[src/sv/ikhm_pkg.sv]
`timescale 1ns / 1ps
// Shared types and constants for the integer-keyed hash map.
// No dependencies; front, back and top refer to it by scoped names, the bench imports it.

package ikhm_pkg;

	localparam int DEF_CAPACITY = 256;
	localparam int QUEUE_DEPTH  = 2;

	localparam int KEY_W    = 32;
	localparam int VAL_W    = 32;
	localparam int STATUS_W = 3;

	// splitmix64 finalizer constants
	localparam logic [63:0] MIX_ADD  = 64'h9e3779b97f4a7c15;
	localparam logic [63:0] MIX_MUL1 = 64'hbf58476d1ce4e5b9;
	localparam logic [63:0] MIX_MUL2 = 64'h94d049bb133111eb;
	localparam int MIX_SH0 = 30;
	localparam int MIX_SH1 = 27;
	localparam int MIX_SH2 = 31;

	// load limit is LOAD_NUM / LOAD_DEN of capacity
	localparam int LOAD_NUM = 7;
	localparam int LOAD_DEN = 10;

	localparam logic KIND_PUT = 1'b0;
	localparam logic KIND_GET = 1'b1;

	typedef enum logic [STATUS_W-1:0] {
		ST_INSERTED  = 3'd0,
		ST_UPDATED   = 3'd1,
		ST_FOUND     = 3'd2,
		ST_NOT_FOUND = 3'd3,
		ST_ZERO_KEY  = 3'd4,
		ST_FULL      = 3'd5
	} status_t;

	typedef struct packed {
		logic             zero_key;
		logic             kind;
		logic [KEY_W-1:0] key;
		logic [VAL_W-1:0] value;
	} req_t;

	typedef enum logic [1:0] {
		F_IDLE,
		F_MUL,
		F_MOD,
		F_PUSH
	} fstate_t;

	typedef enum logic [1:0] {
		B_CLEAR,
		B_IDLE,
		B_PROBE
	} bstate_t;

endpackage

[src/sv/ikhm_front.sv]
`timescale 1ns / 1ps
// Front end: takes request beats, flags zero keys and computes the home slot
// with a shared 32x32 multiplier. Depends on ikhm_pkg.

module ikhm_front #(
	parameter int CAPACITY = ikhm_pkg::DEF_CAPACITY,
	localparam int SLOT_W = $clog2(CAPACITY)
) (
	input  logic                     clk,
	input  logic                     arst_n,
	input  logic                     push,
	output logic                     full,
	input  logic                     kind,
	input  logic [ikhm_pkg::KEY_W-1:0] key,
	input  logic [ikhm_pkg::VAL_W-1:0] value,
	input  logic                     clearing,
	input  logic                     q_full,
	output logic                     q_push,
	output ikhm_pkg::req_t           q_req,
	output logic [SLOT_W-1:0]        q_slot
);

	localparam bit IS_POW2 = ((CAPACITY & (CAPACITY - 1)) == 0);
	localparam logic [SLOT_W:0] CAP_EXT = (SLOT_W + 1)'(CAPACITY);

	ikhm_pkg::fstate_t state_q, state_d;
	ikhm_pkg::req_t    req_q;
	logic [63:0]       mula_q, prod_q, acc_q, z_q;
	logic [1:0]        step_q;
	logic              pass_q;
	logic [2:0]        byte_q;
	logic [SLOT_W-1:0] r_q;

	logic        accept;
	logic [63:0] z0, mix0, mul_c, fin;
	logic [31:0] mul_x, mul_y;
	logic [63:0] mul_p;
	logic [SLOT_W-1:0] r_nx;

	assign accept = push && !full;
	assign z0     = {32'h0, key} + ikhm_pkg::MIX_ADD;
	assign mix0   = z0 ^ (z0 >> ikhm_pkg::MIX_SH0);
	assign mul_c  = pass_q ? ikhm_pkg::MIX_MUL2 : ikhm_pkg::MIX_MUL1;
	// partial products: lo*lo, lo*hi, hi*lo (the hi*hi term falls off the top)
	assign mul_x  = (step_q == 2'd2) ? mula_q[63:32] : mula_q[31:0];
	assign mul_y  = (step_q == 2'd1) ? mul_c[63:32] : mul_c[31:0];
	assign mul_p  = 64'(mul_x) * 64'(mul_y);
	assign fin    = acc_q + {prod_q[31:0], 32'h0};

	// eight restoring remainder steps, one hash byte per cycle
	always_comb begin
		logic [SLOT_W:0] t;
		t = {1'b0, r_q};
		for (int i = 7; i >= 0; i--) begin
			t = {t[SLOT_W-1:0], z_q[56 + i]};
			if (t >= CAP_EXT) begin
				t = t - CAP_EXT;
			end
		end
		r_nx = t[SLOT_W-1:0];
	end

	always_comb begin
		state_d = state_q;
		case (state_q)
			ikhm_pkg::F_IDLE: begin
				if (accept) begin
					state_d = (key == '0) ? ikhm_pkg::F_PUSH : ikhm_pkg::F_MUL;
				end
			end
			ikhm_pkg::F_MUL: begin
				if (step_q == 2'd3 && pass_q) begin
					state_d = IS_POW2 ? ikhm_pkg::F_PUSH : ikhm_pkg::F_MOD;
				end
			end
			ikhm_pkg::F_MOD: begin
				if (byte_q == 3'd7) begin
					state_d = ikhm_pkg::F_PUSH;
				end
			end
			ikhm_pkg::F_PUSH: begin
				if (!q_full) begin
					state_d = ikhm_pkg::F_IDLE;
				end
			end
			default: state_d = ikhm_pkg::F_IDLE;
		endcase
	end

	always_comb begin
		full   = (state_q != ikhm_pkg::F_IDLE) || clearing;
		q_push = (state_q == ikhm_pkg::F_PUSH) && !q_full;
		q_req  = req_q;
		q_slot = IS_POW2 ? z_q[SLOT_W-1:0] : r_q;
	end

	always_ff @(posedge clk or negedge arst_n) begin
		if (!arst_n) begin
			state_q <= ikhm_pkg::F_IDLE;
			step_q  <= '0;
			pass_q  <= 1'b0;
			byte_q  <= '0;
		end else begin
			state_q <= state_d;
			if (accept) begin
				step_q <= '0;
				pass_q <= 1'b0;
				byte_q <= '0;
			end else if (state_q == ikhm_pkg::F_MUL) begin
				step_q <= step_q + 1'b1;
				if (step_q == 2'd3) begin
					pass_q <= 1'b1;
				end
			end else if (state_q == ikhm_pkg::F_MOD) begin
				byte_q <= byte_q + 1'b1;
			end
		end
	end

	always_ff @(posedge clk) begin
		if (accept) begin
			req_q  <= '{zero_key: (key == '0), kind: kind, key: key, value: value};
			mula_q <= mix0;
			z_q    <= '0;
		end
		if (state_q == ikhm_pkg::F_MUL) begin
			case (step_q)
				2'd0: begin
					prod_q <= mul_p;
				end
				2'd1: begin
					acc_q  <= prod_q;
					prod_q <= mul_p;
				end
				2'd2: begin
					acc_q  <= fin;
					prod_q <= mul_p;
				end
				default: begin
					if (!pass_q) begin
						mula_q <= fin ^ (fin >> ikhm_pkg::MIX_SH1);
					end else begin
						z_q <= fin ^ (fin >> ikhm_pkg::MIX_SH2);
						r_q <= '0;
					end
				end
			endcase
		end
		if (state_q == ikhm_pkg::F_MOD) begin
			r_q <= r_nx;
			z_q <= z_q << 8;
		end
	end

endmodule

[config.mk]
export PLATFORM = sky130hd
export DESIGN_NAME = ikhm_front
export DESIGN_NICKNAME = d
export VERILOG_FILES = /design/src/sv/ikhm_pkg.sv /design/src/sv/ikhm_front.sv
export SDC_FILE = /design/constraint.sdc
export NUM_CORES = 2
export LEC_CHECK = 0
export ABC_AREA = 1
export BUFFER_PORTS_ARGS = -buffer_cell sky130_fd_sc_hd__clkbuf_2
export CORE_ASPECT_RATIO = 0.8
export CORE_MARGIN = 1
export CORE_UTILIZATION = 60
export DETAILED_ROUTE_END_ITERATION = 12
export PLACE_DENSITY = 0.77
export SLEW_MARGIN = 20
export SYNTH_ARGS = -nofsm -noshare
export SYNTH_HDL_FRONTEND = slang
export SYNTH_SLANG_ARGS = --single-unit
export TNS_END_PERCENT = 20
[constraint.sdc]
create_clock -name clk -period 18.2 [get_ports clk]
set_input_delay 2.73 -clock clk [delete_from_list [all_inputs] [get_ports clk]]
set_output_delay 2.73 -clock clk [all_outputs]
set_load 0.005 [all_outputs]
# Yosys cells after proc, flatten, opt, wreduce, memory -nomap -nowiden
# Index checks and enable logic that the tools add are counted.
[word_totals]
output_inout_bits = 76
input_bits = 70
register_bits = 330
elab_cells = 80
[op_classes]
bitwise = 3
mul = 1
add_sub_neg = 4
n_reduce_logical = 20
n_mux = 27
eq_ne = 12
[ops]
columns = ["op", "count"]
rows = [
  ["$mux W64", 9],
  ["$pmux W64 S2", 1],
  ["$add A32 B64 Y64 const B", 1],
  ["$add A64 B64 Y64", 1],
  ["$mul A32 B32 Y64", 1],
  ["$mux W32", 2],
  ["$xor A64 B33 Y64", 1],
  ["$xor A64 B34 Y64", 1],
  ["$xor A64 B37 Y64", 1],
  ["$mux W62", 1],
  ["$logic_not A32 Y1", 1],
  ["$mux W2", 7],
  ["$ne A2 B2 Y1 const B", 5],
  ["$reduce_bool A2 Y1", 5],
  ["$mux W3", 3],
  ["$eq A2 B2 Y1 const B", 4],
  ["$pmux W2 S4", 1],
  ["$reduce_and A2 Y1", 4],
  ["$eq A2 B1 Y1 const B", 2],
  ["$logic_not A2 Y1", 2],
  ["$reduce_and A4 Y1", 1],
  ["$add A3 B1 Y3 const B", 1],
  ["$eq A3 B3 Y1 const B", 1],
  ["$logic_and A1 B1 Y1", 3],
  ["other kinds (5)", 8],
]

# Longest topological paths before layout
[depth]
ltp_word = 9
mapped_depth = 39
mapped_depth_nobuf = 38

# Worst setup path before layout
# Ideal clock, no wire load.
[synth_path]
path_type = "flip-flop to flip-flop"
startpoint = "reg step_q[0]"
endpoint = "reg prod_q[59], data pin"
path_stages_with_launch = 33
setup_slack_ns = 10.619
synth_period_minus_slack_ns = 7.581
t_arrival_ns = 7.328
t_required_ns = 17.948
path_cell_list = "dfrtp_1 > inv_1 > ha_1 > buf_2 > o21ai_1 > clkinv_1 > nor2_1 > inv_1 > fa_1 > inv_1 > fa_1 > inv_1 > fa_1 > fa_1 > inv_1 > fa_1 > fa_1 > fa_1 > inv_1 > fa_1 > inv_1 > ha_1 > nand2_1 > nor2_1 > inv_1 > nor2_1 > inv_1 > nor2_1 > nand2_1 > nand3_1 > nand3_1 > nand3_1 > nand2_1"
[synth_between]
elab_chain_len = 3
[synth_lines]
columns = ["element", "line_no", "rtl"]
rows = [
  ["start, declared", "ikhm_front.sv:29", "logic [1:0] step_q;"],
  ["start signal, assigned", "ikhm_front.sv:110", "step_q <= step_q + 1'b1;"],
  ["$eq A2 B2 Y1 or $eq A2 B1 Y1 (tied branches)", "ikhm_front.sv:45, ikhm_front.sv:46", ""],
  ["$mux W32 (on tied branches)", "ikhm_front.sv:45, ikhm_front.sv:46", ""],
  ["$mul A32 B32 Y64 *", "ikhm_front.sv:47", "assign mul_p = 64'(mul_x) * 64'(mul_y);"],
  ["via mul_p[59]", "ikhm_front.sv:37", "logic [63:0] mul_p;"],
  ["end signal, assigned", "ikhm_front.sv:129", "prod_q <= mul_p;"],
  ["end signal, assigned", "ikhm_front.sv:133", "prod_q <= mul_p;"],
  ["end signal, assigned", "ikhm_front.sv:137", "prod_q <= mul_p;"],
  ["end, declared", "ikhm_front.sv:28", "logic [63:0] mula_q, prod_q, acc_q, z_q;"],
]
# Mark *: on every way through the listed nets, which the timed path passes. The rest lies on a longest branch.
# A chain may end at the register's enable or synchronous reset.

# Worst setup path after layout
[layout_path]
startpoint = "reg step_q[0]"
endpoint = "reg prod_q[61], data pin"
# The elaborated chain is that of the path after synthesis.

==> impl_metrics.csv <==
group,metric,value,unit
sta,tightest_slew,1053,ps
synthesis,yosys.area.top_type_share,0.3621,
synthesis,ys_top_cells_by_area,"fa_1 36%, edfxtp_1 13%, inv_1 12%, ha_1 11%, nand2_1 7.4%",
synthesis,synth_ff_type,"edfxtp_1",
synthesis,synth_compound_area_frac,0.05225,
clocking,postCtsResizedCells,0,
floorplan,fp.dieH,245.2,um
detailed_routing,top_layer,"met5",
sta,finalSetupViolCount,0,
min_path,hp-class,"reg -> reg",
synthesis,ys_seq_area_frac,0.1684,
flow_run,drv_cap,0,
detailed_routing,wl_per_cell,23.90,um
setup_path,r2r_cells,32,
clocking,root_buffer,"clkbuf_16",
detailed_routing,drc,0,
sta,rsz0062_at_grt,"no",
finish,drive_gt1_frac,0.05727,
synthesis,synth_most_common_cell,"inv_1",
setup_path,start_kind,"flip-flop",
global_route,grt_usage,0.4099,
synthesis,synth-adder-area-share,0.4727,
detailed_routing,drt_pass1_iterations,7,
synthesis,ys_warn_count,0,
floorplan,fp-row-count,88,
detailed_routing,vias_per_cell,5.796,
floorplan,die_x,306.0,um
synthesis,ys_ff_latch,274,
setup_path,end_kind,"flip-flop",
setup_path,critPathLaunch,"step_q[0]",
floorplan,initial_core_util,0.6112,
clocking,path_clk_slew,80,ps
synthesis,synthCells,5227,
detailed_routing,postRouteAntennaNets,0,
min_path,hold-path-cell-count,2,
synthesis,ys_top_cells_by_count,"1431 x inv_1, 874 x nand2_1, 802 x fa_1",
global_route,grt_pass1_wl,225.1,mm
floorplan,core,72560,um^2
synthesis,yosysUniqueCellTypes,51,
setup_path,r2r_end,"prod_q[61]",
global_route,grt_max_degree,72,
clocking,cts_max_path_buffers,3,
synthesis,synth_edf_count,194,
setup_path,crit_top_cell,"fa_1",
clocking,cts_buffers,25,
setup_path,crit_family,"adder cells",
setup_path,critPathKind,"reg -> reg",
placement,routabilityCongestion,1.115,
setup_path,slowest_delay,690,ps
detailed_routing,wl_met3,24.61,mm
clocking,clkLatencyLatePin,560,ps
synthesis,synthArstFlopShare,0.02920,
setup_path,ff2ff_setup_slack,7980,ps
setup_path,r2r-start,"step_q[0]",
sta,hold_violations,0,
synthesis,synth_simple_gate_area_frac,0.1555,
clocking,cts_tree,"built",
synthesis,synth_top_family_by_area,"adder cells",
clocking,cts.sinks,274,
detailed_routing,wl_met2,60.28,mm
global_route,grt_pass1_vias,36275,
setup_path,cp_num_buf_inv,10,
synthesis,syn_avg_cell_area,8.484,um^2
floorplan,die_area,75010,um^2
finish,nNetsFinal,6606,
global_route,grt_overflow,0,
sta,fin_crit,10220,ps
floorplan,io_pins,146,
sta,fin_crit_sh,0.5618,
clocking,hold_buffers,0,
clocking,post_cts_buffers,0,
detailed_routing,vias,36569,
sta,slew_headroom,0.2971,
setup_path,critPathCapture,"prod_q[61]",
clocking,htree_num_levels,1,
setup_path,cp_slowest_cell,"ha_4",
sta,finClkSkew,19.89,ps
synthesis,netlist_area,44350,um^2
detailed_routing,met1Wirelength,58.86,mm
placement,post-dp-hpwl,129.6,mm
placement,port_buffers,145,
setup_path,arrival,10540,ps
setup_path,worstPathRequired,18520,ps
sta,fin_tns_setup,0,ps
sta,final_max_slew_viol_count,0,
detailed_routing,wl,150.8,mm
sta,fmax,97.81,MHz
synthesis,synth_fp_nets,6491,
synthesis,synthMuxAreaShare,0,
global_route,antenna_found_initial,6,
synthesis,synth-xor-area-share,0.01814,
setup_path,path_depth,32,
setup_path,path_max_fanout,63,
finish,syn_to_final_growth,6.075,%
synthesis,synth_top_cell_by_area,"fa_1",
detailed_routing,drt_iter0_markers,4893,
run_status,outcome,"finished clean",
==> layer usage <==
metal | up-vias | GRT usage
met2 | 2619 | 0.5686
met5 | - | 0
met1 | 17684 | 0.5798
met3 | 411 | 0.1590
li1 | 15849 | -
met4 | 6 | 0.1509
==> logic make-up (layout without fill, tap and decap cells) <==
logic type,Yosys count,count (layout)
AND/OR/NAND/NOR,1698,1698
flip-flops,274,274
other,0,3
adder cells (fa/ha/maj),1194,1194
XOR/XNOR,91,91
AO/OA/AOI/OAI,414,414
buffers and inverters,1556,1690
==> metrics by stage <==
stage	hold slack, ps	utilization	cell area (um^2)	std cells	setup WS, ps
4_1_cts	462.1	0.6482	47030	6306	8267
3_5_place_dp	446.8	0.6365	46190	6260	8314
2_1_floorplan	418.6	-	44350	5227	10620
5_1_grt	478.6	0.6482	47030	6306	7779
6_report	469.2	0.6483	47040	6309	7976
3_3_place_gp	434.6	0.6365	46180	6260	8078
==> registers in the layout, indices dropped and copies added, names as in the netlist <==
register	count
byte_q	3
pass_q	1
acc_q	64
prod_q	64
mula_q	64
state_q	2
step_q	2
q_req	66
z_q	8
==> layout by cell type, fill, tap and decap left out, drive strengths merged, types with 15 or more instances in the layout <==
cell	count
clkbuf	171
nor3	27
xnor2	24
inv	1456
xor2	67
o21ai	186
nand3	174
nand2	885
fa	802
a21oi	140
o21bai	21
edfxtp	194
a31oi	15
nand4	30
o22ai	18
buf	45
ha	392
nand3b	16
dfxtp	72
nor2	539
==> tightest hold or removal path: stages (launching register included) <==
cell and delay, ps:
dfxtp_1 320, nand2_1 70, nand2_1 50
==> worst min path at each step <==
| stage | from | to | slack (ps) |
|---|---|---|---|
| 2_1_floorplan | mula_q[34] | mula_q[34] | 420 |
| 3_5_place_dp | mula_q[34] | mula_q[34] | 450 |
| 3_3_place_gp | mula_q[34] | mula_q[34] | 430 |
| 4_1_cts | mula_q[34] | mula_q[34] | 460 |
| 6_report | mula_q[34] | mula_q[34] | 470 |
| 5_1_grt | mula_q[34] | mula_q[34] | 480 |
==> area by class of cell <==
class                           count  area, um^2
Sequential cell                   274        7467
Fill cell                        6089       25520
Clock buffer                       26       629.4
Timing Repair Buffer              190        1064
Tap cell                          945        1182
Multi-Input combinational cell   3397       31010
Clock inverter                     20       216.5
Inverter                         1454        5458
Antenna cell                        3       7.507
Power is not shown: default switching activity piles up to over one toggle a cycle in this logic, so the estimate is an artifact.
