### src/sv/ikhm_fifo.sv
`timescale 1ns / 1ps
// Small register FIFO that decouples the hashing front from the probing back.
// No dependencies.

module ikhm_fifo #(
	parameter int WIDTH = 8,
	parameter int DEPTH = 2,
	localparam int PW = (DEPTH > 1) ? $clog2(DEPTH) : 1,
	localparam int CW = $clog2(DEPTH + 1)
) (
	input  logic             clk,
	input  logic             arst_n,
	input  logic             wr,
	input  logic [WIDTH-1:0] wdata,
	output logic             full,
	input  logic             rd,
	output logic [WIDTH-1:0] rdata,
	output logic             empty
);

	logic [WIDTH-1:0] ent_q [DEPTH];
	logic [PW-1:0]    wp_q, rp_q;
	logic [CW-1:0]    cnt_q;
	logic             do_wr, do_rd;

	assign full  = (cnt_q == CW'(DEPTH));
	assign empty = (cnt_q == '0);
	assign do_wr = wr && !full;
	assign do_rd = rd && !empty;
	assign rdata = ent_q[rp_q];

	function automatic logic [PW-1:0] bump(input logic [PW-1:0] p);
		return (p == PW'(DEPTH - 1)) ? '0 : p + 1'b1;
	endfunction

	always_ff @(posedge clk or negedge arst_n) begin
		if (!arst_n) begin
			wp_q  <= '0;
			rp_q  <= '0;
			cnt_q <= '0;
		end else begin
			if (do_wr) begin
				wp_q <= bump(wp_q);
			end
			if (do_rd) begin
				rp_q <= bump(rp_q);
			end
			if (do_wr && !do_rd) begin
				cnt_q <= cnt_q + 1'b1;
			end else if (do_rd && !do_wr) begin
				cnt_q <= cnt_q - 1'b1;
			end
		end
	end

	always_ff @(posedge clk) begin
		if (do_wr) begin
			ent_q[wp_q] <= wdata;
		end
	end

endmodule

### config.mk
export PLATFORM = sky130hd
export DESIGN_NAME = ikhm_fifo
export DESIGN_NICKNAME = d
export VERILOG_FILES = /design/src/sv/ikhm_fifo.sv
export SDC_FILE = /design/constraint.sdc
export NUM_CORES = 1
export LEC_CHECK = 0
export BUFFER_PORTS_ARGS = -buffer_cell sky130_fd_sc_hd__buf_2
export CORE_AREA = 2 2 44 46
export DETAILED_ROUTE_END_ITERATION = 8
export DIE_AREA = 0 0 46 48
export HOLD_SLACK_MARGIN = 0.02
export PLACE_DENSITY = 0.81
export SKIP_CTS_REPAIR_TIMING = 1
export SYNTH_ARGS = -nofsm -noshare
export SYNTH_HDL_FRONTEND = slang
export SYNTH_SLANG_ARGS = --single-unit
export TNS_END_PERCENT = 30
### constraint.sdc
create_clock -name clk -period 2.04 [get_ports clk]
set_clock_uncertainty 0.2 [all_clocks]
set_input_delay 0.204 -clock clk [delete_from_list [all_inputs] [get_ports clk]]
set_output_delay 0.204 -clock clk [all_outputs]
set_load 0.05 [all_outputs]
==> Word level (Yosys, flattened, before mapping) <==
Memory sizes are Yosys's and may differ from the RTL's.
Index checks and enable logic that the tools add are counted.
W data, S select, Z words.
{ "classes": {"reduce_logical": 10, "n_addsub": 4, "shift": 0, "multipliers": 0, "n_eq_ne": 1, "muxes": 6, "n_lt_le_gt_ge": 0, "bitwise_logic": 0, "n_div": 0} }
{ "op_table": {"columns": ["cell", "count"], "rows": [
  ["$logic_and A1 B1 Y1", 4],
  ["$logic_not A1 Y1", 4],
  ["$mux W1", 4],
  ["$mux W2", 2],
  ["$add A1 B1 Y1 const B", 2],
  ["$add A2 B1 Y2 const B", 1],
  ["$eq A2 B2 Y1 const B", 1],
  ["$logic_not A2 Y1", 1],
  ["$reduce_bool A2 Y1", 1],
  ["$sub A2 B1 Y2 const B", 1]
]} }
{ "totals": {"mem_bits_ro": 0, "ram_bits": 16, "memories": 1, "reg_bits": 4, "inputBits": 12, "latch_bits": 0} }
{ "memory_table": {"columns": ["name", "words", "word_bits", "rd", "rd_ports_with_merged_regs", "write_ports", "line_no", "source"], "rows": [
  ["ent_q", 2, 8, 1, 0, 1, "21", "logic [WIDTH-1:0] ent_q [DEPTH];"]
]} }

==> Longest topological paths before layout <==
Gate-level depths: netlist of run 1.
{ "depth": {"word_depth": 7, "mapped_depth": 7, "mapped_depth_nobuf": 7} }

==> Least setup slack after synthesis of run 1 <==
No wires, ideal clock.
{ "synth_path": {"kind": "reg-to-reg", "start": "register cnt_q[0]", "end": "memory ent_q[0][0], enable pin", "t_required_ns": 1.470, "t_arrival_ns": 1.022, "path_buffers": 0, "stages_incl_launch_ff": 4, "setup_slack_ns": 0.448, "cell_sequence": "dfrtp_1 -> nand2b_1 -> nand2_2 -> nor2_1"} }
{ "synth_between": {"elab_chain_len": 5} }
{ "synth_lines": {"columns": ["item", "line_no", "source"], "rows": [
  ["from (decl)", "23", "logic [CW-1:0] cnt_q;"],
  ["from (signal assigned)", "49", "cnt_q <= cnt_q + 1'b1;"],
  ["from (signal assigned)", "51", "cnt_q <= cnt_q - 1'b1;"],
  ["$eq A2 B2 Y1", "26", "assign full = (cnt_q == CW'(DEPTH));"],
  ["$logic_not A1 Y1", "28", "assign do_wr = wr && !full;"],
  ["$logic_and A1 B1 Y1", "28", null],
  ["$mux W1", "57", "if (do_wr) begin"],
  ["$mux W1 (not written as such)", "58", "ent_q[wp_q] <= wdata;"],
  ["to (decl)", "21", null]
]} }
No other way between the ends.

==> Final worst setup path of run 1 <==
{ "layout_path": {"start": "register rp_q", "end": "output rdata[7]"} }
{ "layout_between": {"elab_chain_len": 1} }
{ "layout_lines": {"columns": ["item", "line_no", "source"], "rows": [
  ["from (decl)", "22", "logic [PW-1:0] wp_q, rp_q;"],
  ["from (signal assigned)", "46", "rp_q <= bump(rp_q);"],
  ["$mem_v2 Z2 W8", null, null],
  ["to (decl)", "17", "output logic [WIDTH-1:0] rdata,"]
]} }
No other way between the ends.

==> results of run 1 <==
-- flip-flops by register name (all words and copies together) (netlist names) --
signal  flops
cnt_q       2
wp_q        1
rp_q        1
ent_q      16
-- metrics by stage --
| step | std cells | setup slack (ps) |
|---|---|---|
| after global routing | 96 | 97.3 |
| after detailed placement | 82 | 349 |
| after global placement | 82 | 443 |
| after floorplan | 44 | 448 |
| final | 96 | 162 |
| after CTS | 86 | 145 |
-- kinds of logic (layout without fill, tap and decap cells) --
group           Yosys count  in the layout  synth area share (%)
compound gates            1              1                 0.639
xor+xnor                  5              5                  6.56
fa+ha+maj                 1              1                  1.60
buf+inv                   3             38                  1.60
flops                    20             20                  74.2
mux                       8              8                  11.5
simple gates              6              6                  3.84
-- metal layers --
layer	global-route usage [%]	up-vias	share of wire [%]	wire length (um)
li1	-	227	-	-
met1	11.6	215	41	504
met2	20.6	15	53	657
met3	3.77	2	5.7	71
met4	5.14	0	0.40	5
met5	0	-	0	0
-- cells in the mapped netlist --
cell type / instances / area share, %
nand2b_1: 1 / 0.80
and3_1: 1 / 0.80
xnor2_1: 2 / 2.2
nor2_1: 3 / 1.4
ha_1: 1 / 1.6
dfrtp_1: 4 / 13
nand2_2: 1 / 0.80
mux2_2: 2 / 2.9
xnor2_2: 1 / 2.1
o21ai_1: 1 / 0.64
buf_2: 1 / 0.64
mux2_1: 6 / 8.6
edfxtp_1: 16 / 61
xor2_1: 2 / 2.2
inv_1: 2 / 0.96
-- placed cells by master, fill, tap and decap left out, types with 2 or more instances in the layout --
cell,instances
buf_2,21
edfxtp_1,16
dlygate4sd3_1,10
mux2_1,6
dfrtp_1,4
nor2_1,3
clkbuf_4,3
mux2_2,2
inv_1,2
xnor2_1,2
xor2_1,2
-- power by group through the flow --
stage | combinational [W] | sequential [W] | clock (W)
2_1_floorplan | 0.000604 | 0.000622 | 0
3_3_place_gp | 0.000697 | 0.000662 | 0
3_5_place_dp | 0.000713 | 0.000671 | 0
4_1_cts | 0.000715 | 0.000662 | 0.000223
5_1_grt | 0.000766 | 0.000676 | 0.000234
6_report | 0.000719 | 0.000660 | 0.000218
-- worst max-delay path, stage by stage (launching register included) --
cell and delay, ps:
dfrtp_1 600, mux2_2 380, buf_2 210
-- worst max-delay path by stage --
stage,start,end,slack [ps],depth (start not counted)
2_1_floorplan,cnt_q[0],ent_q[0][0],450,3
3_3_place_gp,cnt_q[0],cnt_q[1],440,7
3_5_place_dp,cnt_q[0],cnt_q[1],350,7
4_1_cts,rp_q,rdata[7],140,2
5_1_grt,rp_q,rdata[3],100,2
6_report,rp_q,rdata[7],160,2
-- final cells by class --
type | instances | area share (%)
Clock buffer | 4 | 3.46
Inverter | 2 | 0.717
Multi-Input combinational cell | 21 | 18.0
Sequential cell | 20 | 55.4
Tap cell | 17 | 2.03
Timing Repair Buffer | 32 | 20.3
==> summary.txt, run 1 <==
Outcome
  – Status: finished, final reports clean

Setup path
  – Reg2Reg Depth: 7
  – Critical path capture point type: primary output
  – WP data required: 1640 ps
  – FF-to-FF setup slack: 330 ps
  – Worst Path Class, Setup: reg2out
  – Worst reg2reg startpoint: cnt_q[0]
  – Data arrival, critical path: 1470 ps
  – Worst r2r dst: cnt_q[1]
  – CP startpoint kind: flip-flop
  – Crit Path Max Fanout: 9

Place
  – Post-DP HPWL: 874 um
  – Routability cong.: 0.675
  – Dpl cell area: 911 um2
  – I/O Buffers: 21

CTS
  – Root Driver: clkbuf_4
  – Reg clk slew, reported paths: 100 ps
  – CTS tree: yes
  – CTS max path bufs: 2
  – Cts bufs inserted: 3
  – Clock sinks: 20
  – Worst-skew pair later-pin latency: 290 ps
  – H-Tree Depth: 1

Hold path
  – Hold Crit Class: in2async

Floorplanning
  – I/O pin cnt: 22
  – Die Span Y: 48 um
  – Initial core utilization: 46.3%
  – Die Wd: 46 um
  – # rows: 15
  – Core area: 0.00169 mm2
  – Die area: 0.00221 mm2

STA
  – RSZ-0062 raised after global routing: no
  – Peak Freq: 533 MHz
  – Slew margin rel.: 73.4%
  – # setup viols final: 0
  – Fin crit share: 92.1%
  – Period minus WS final: 1880 ps
  – Final hold vios: 0
  – Actual slew at the worst max-slew pin: 399 ps
  – Setup_tns: 0 ps
  – WHS: 31.7 ps
  – Final Max Slew Viols: 0

Drt
  – First-pass DRT Iterations: 3
  – Via count: 459
  – DRC viols: 0
  – Antenna-violating nets left: 0
  – Vias/cell: 4.78
  – Initial DRC count: 5
  – DR WL/cell: 12.9 um
  – DRT Wirelength: 1240 um

Power and ir drop
  – Worst vdd ir: 0.00116 V
  – Gate power share: 45.0%
  – Static Leak: 0.442 nW
  – Sw Share: 43.0%
  – Cell Int Power: 0.000910 W
  – Pwr/cell area: 1530 mW/mm2
  – Register share of total power: 41.3%
  – Switching power: 0.000687 W
  – Clock power frac: 13.7%
  – Total power: 0.00160 W

Yosys
  – Avg Synthesized Cell Area: 17.8 um2
  – Post-synth cell types: 15
  – Number of warnings issued by yosys: 0
  – Synth Net Count: 57
  – Synth Cell Area: 782 um2
  – Seq/Total Area, Yosys: 74.2%
  – Register bit total from synthesis: 20
  – Synth Instances: 44

Job
  – Max Cap Viol: 0

Layout
  – Design Area, Final: 0.00105 mm2
  – Seq. cell area: 581 um2
  – Area of the multi-input gates: 189 um2
  – Antenna fix cells: 0
  – Share of cells above drive strength 1: 38.0%
  – FILL cells: 149
  – Final net count: 93
  – Core Util, Final: 62.0%
  – Area grow syn2layout: 33.9%

Global route
  – All-Layer GR Usage: 11.3%
  – First-pass GRT wire length: 1650 um
  – Number of global-route vias before repair: 410
  – Initial antenna violation count: 0
  – GRT Residual Overflow: 0
  – Pin count of the biggest net entering global routing: 12
Power figures use the tool's default switching activity.
==> run 2, diff against run 1 <==
--- a/config.mk
+++ b/config.mk
@@ -6,11 +6,11 @@
 export NUM_CORES = 1
 export LEC_CHECK = 0
 export BUFFER_PORTS_ARGS = -buffer_cell sky130_fd_sc_hd__buf_2
-export CORE_AREA = 2 2 44 46
+export CORE_AREA = 2 2 42 44
 export DETAILED_ROUTE_END_ITERATION = 8
-export DIE_AREA = 0 0 46 48
+export DIE_AREA = 0 0 44 46
 export HOLD_SLACK_MARGIN = 0.02
-export PLACE_DENSITY = 0.81
+export PLACE_DENSITY = 0.87
 export SKIP_CTS_REPAIR_TIMING = 1
 export SYNTH_ARGS = -nofsm -noshare
 export SYNTH_HDL_FRONTEND = slang
==> constraint.sdc (replaced) <==
create_clock -name clk -period 2.2 [get_ports clk]
set_clock_uncertainty 0.2 [all_clocks]
set_input_delay 0.22 -clock clk [delete_from_list [all_inputs] [get_ports clk]]
set_output_delay 0.22 -clock clk [all_outputs]
set_load 0.05 [all_outputs]
==> run 2 against run 1 <==
Sequential power fell by 7.4%. Clock power decreased by 19%. First-iteration DRC count grew 100%. Sequential share of layout area increased by 1.1 points.
==> summary.txt, run 2 (synthesized netlist as in run 1, its figures left out) <==
Outcome
  – Status: finished, final reports clean

Drt
  – Via count: 473
  – First-pass DRT Iterations: 2
  – Initial DRC count: 10
  – Vias/cell: 4.98
  – Antenna-violating nets left: 0
  – DRC viols: 0
  – DR WL/cell: 14.2 um
  – DRT Wirelength: 1350 um

Place
  – Routability cong.: 0.613
  – Pre-CTS setup slack: 509 ps
  – I/O Buffers: 21
  – Dpl cell area: 911 um2
  – Post-DP HPWL: 907 um

STA
  – Period minus WS final: 1900 ps
  – Final Max Slew Viols: 0
  – RSZ-0062 raised after global routing: no
  – Peak Freq: 525 MHz
  – Slew margin rel.: 73.9%
  – WHS: 24.0 ps
  – Fin crit share: 86.5%
  – Setup_tns: 0 ps
  – Setup WS post-layout: 297 ps
  – # setup viols final: 0
  – Actual slew at the worst max-slew pin: 392 ps
  – Final hold vios: 0

Power and ir drop
  – Pwr/cell area: 1420 mW/mm2
  – Static Leak: 0.432 nW
  – Worst vdd ir: 0.000831 V
  – Register share of total power: 41.9%
  – Clock power frac: 12.1%
  – Cell Int Power: 0.000808 W
  – Gate power share: 46.1%
  – Switching power: 0.000650 W
  – Sw Share: 44.6%

Setup path
  – Worst r2r dst: cnt_q[1]
  – Crit Path Max Fanout: 9
  – WP data required: 1780 ps
  – Critical path capture point type: primary output
  – Worst reg2reg startpoint: cnt_q[0]
  – WP buf/inv: 1
  – FF-to-FF setup slack: 500 ps
  – Top Family by Delay on Critical Path: flip-flops
  – CP max-delay cell: dfrtp_1
  – Worst Path Class, Setup: reg2out
  – Reg2Reg Depth: 7
  – Slowest stage delay, CP: 590 ps
  – CP startpoint kind: flip-flop
  – Critical path cell sequence: mux2_2 > buf_2
  – Data arrival, critical path: 1480 ps

CTS
  – Reg clk slew, reported paths: 100 ps
  – CTS max path bufs: 2
  – Cts bufs inserted: 3
  – CTS tree: yes
  – Clock sinks: 20
  – Root Driver: clkbuf_4
  – H-Tree Depth: 1
  – Worst-skew pair later-pin latency: 300 ps

Layout
  – FILL cells: 117
  – Most frequent cells in the layout: buf_2, edfxtp_1, dlygate4sd3_1
  – Final net count: 92
  – Area grow syn2layout: 31.4%
  – Commonest non-fill, non-tap cell in the layout: buf_2
  – Biggest regs: ent_q: 16 flops, cnt_q: 2 flops
  – Antenna fix cells: 0
  – Share of cells above drive strength 1: 37.2%
  – Max reg flops: 16
  – Reg with most FFs: ent_q
  – Design Area, Final: 0.00103 mm2

Global route
  – Pin count of the biggest net entering global routing: 12
  – All-Layer GR Usage: 14.5%
  – Initial antenna violation count: 0
  – First-pass GRT wire length: 1940 um
  – Number of global-route vias before repair: 433
  – GRT Residual Overflow: 0
  – M3 GR Usage: 3.97%
  – Met1 Use GR: 17.0%
  – GR peak layer: met2
  – Met2 Resource Use GR: 22.6%

Floorplanning
  – # rows: 15
  – Die Wd: 44 um
  – Die Span Y: 46 um
  – I/O pin cnt: 22
  – Core area: 0.00161 mm2
  – Initial core utilization: 48.4%
  – Die area: 0.00202 mm2

Job
  – Max Cap Viol: 0

Hold path
  – Hold Crit Class: in2reg
  – Worst Hold Depth: 3
  – Min-delay src: wr
  – Hold path endpoint: wp_q
## run 2: how the worst max path moves through the flow
stage | start | endpoint | slack (ps) | cells after the start
floorplan | cnt_q[0] | ent_q[0][0] | 610 | 3
global placement | cnt_q[0] | cnt_q[1] | 580 | 7
detailed placement | cnt_q[0] | cnt_q[1] | 510 | 7
CTS | rp_q | rdata[7] | 280 | 2
global route | rp_q | rdata[2] | 200 | 2
finish | rp_q | rdata[7] | 300 | 2
## run 2: metrics by stage
step	total power, W	utilization [%]	instances
floorplan	0.00114	-	44
detailed placement	0.00129	56.4	82
global route	0.00154	63.6	95
CTS	0.00146	58.1	86
global placement	0.00126	56.4	82
finish	0.00146	63.6	95
## run 2: power groups by stage
stage / logic, W / clock network, W / registers, W
6_report: 0.000672 / 0.000176 / 0.000611
2_1_floorplan: 0.000560 / 0 / 0.000577
3_3_place_gp: 0.000646 / 0 / 0.000612
4_1_cts: 0.000669 / 0.000178 / 0.000614
5_1_grt: 0.000715 / 0.000196 / 0.000626
3_5_place_dp: 0.000664 / 0 / 0.000623
## run 2: cell type report
cell class	count	area, um2	area share, %
clock buffers	3	22.5	2.19
clock inverters	1	3.75	0.365
inverters	2	7.51	0.731
multi-input cells	21	189	18.4
flip-flops and latches	20	581	56.5
well taps	17	21.3	2.07
repair buffers	31	203	19.7
## run 2: metal layers
metal / up-vias / wire length [um]
met1: 224 / 570
met4: 0 / 38
met3: 5 / 66
met5: - / 0
met2: 16 / 678
li1: 228 / -
## run 2: worst reg2reg max path: cells and delay by family, from the launching register on
family,cells,cell delay [ps]
xor gates and xnor gates,2,300
buffers and inverters,1,50
DFF,1,450
and+or+nand+nor,3,430
adders and majority gates,1,180
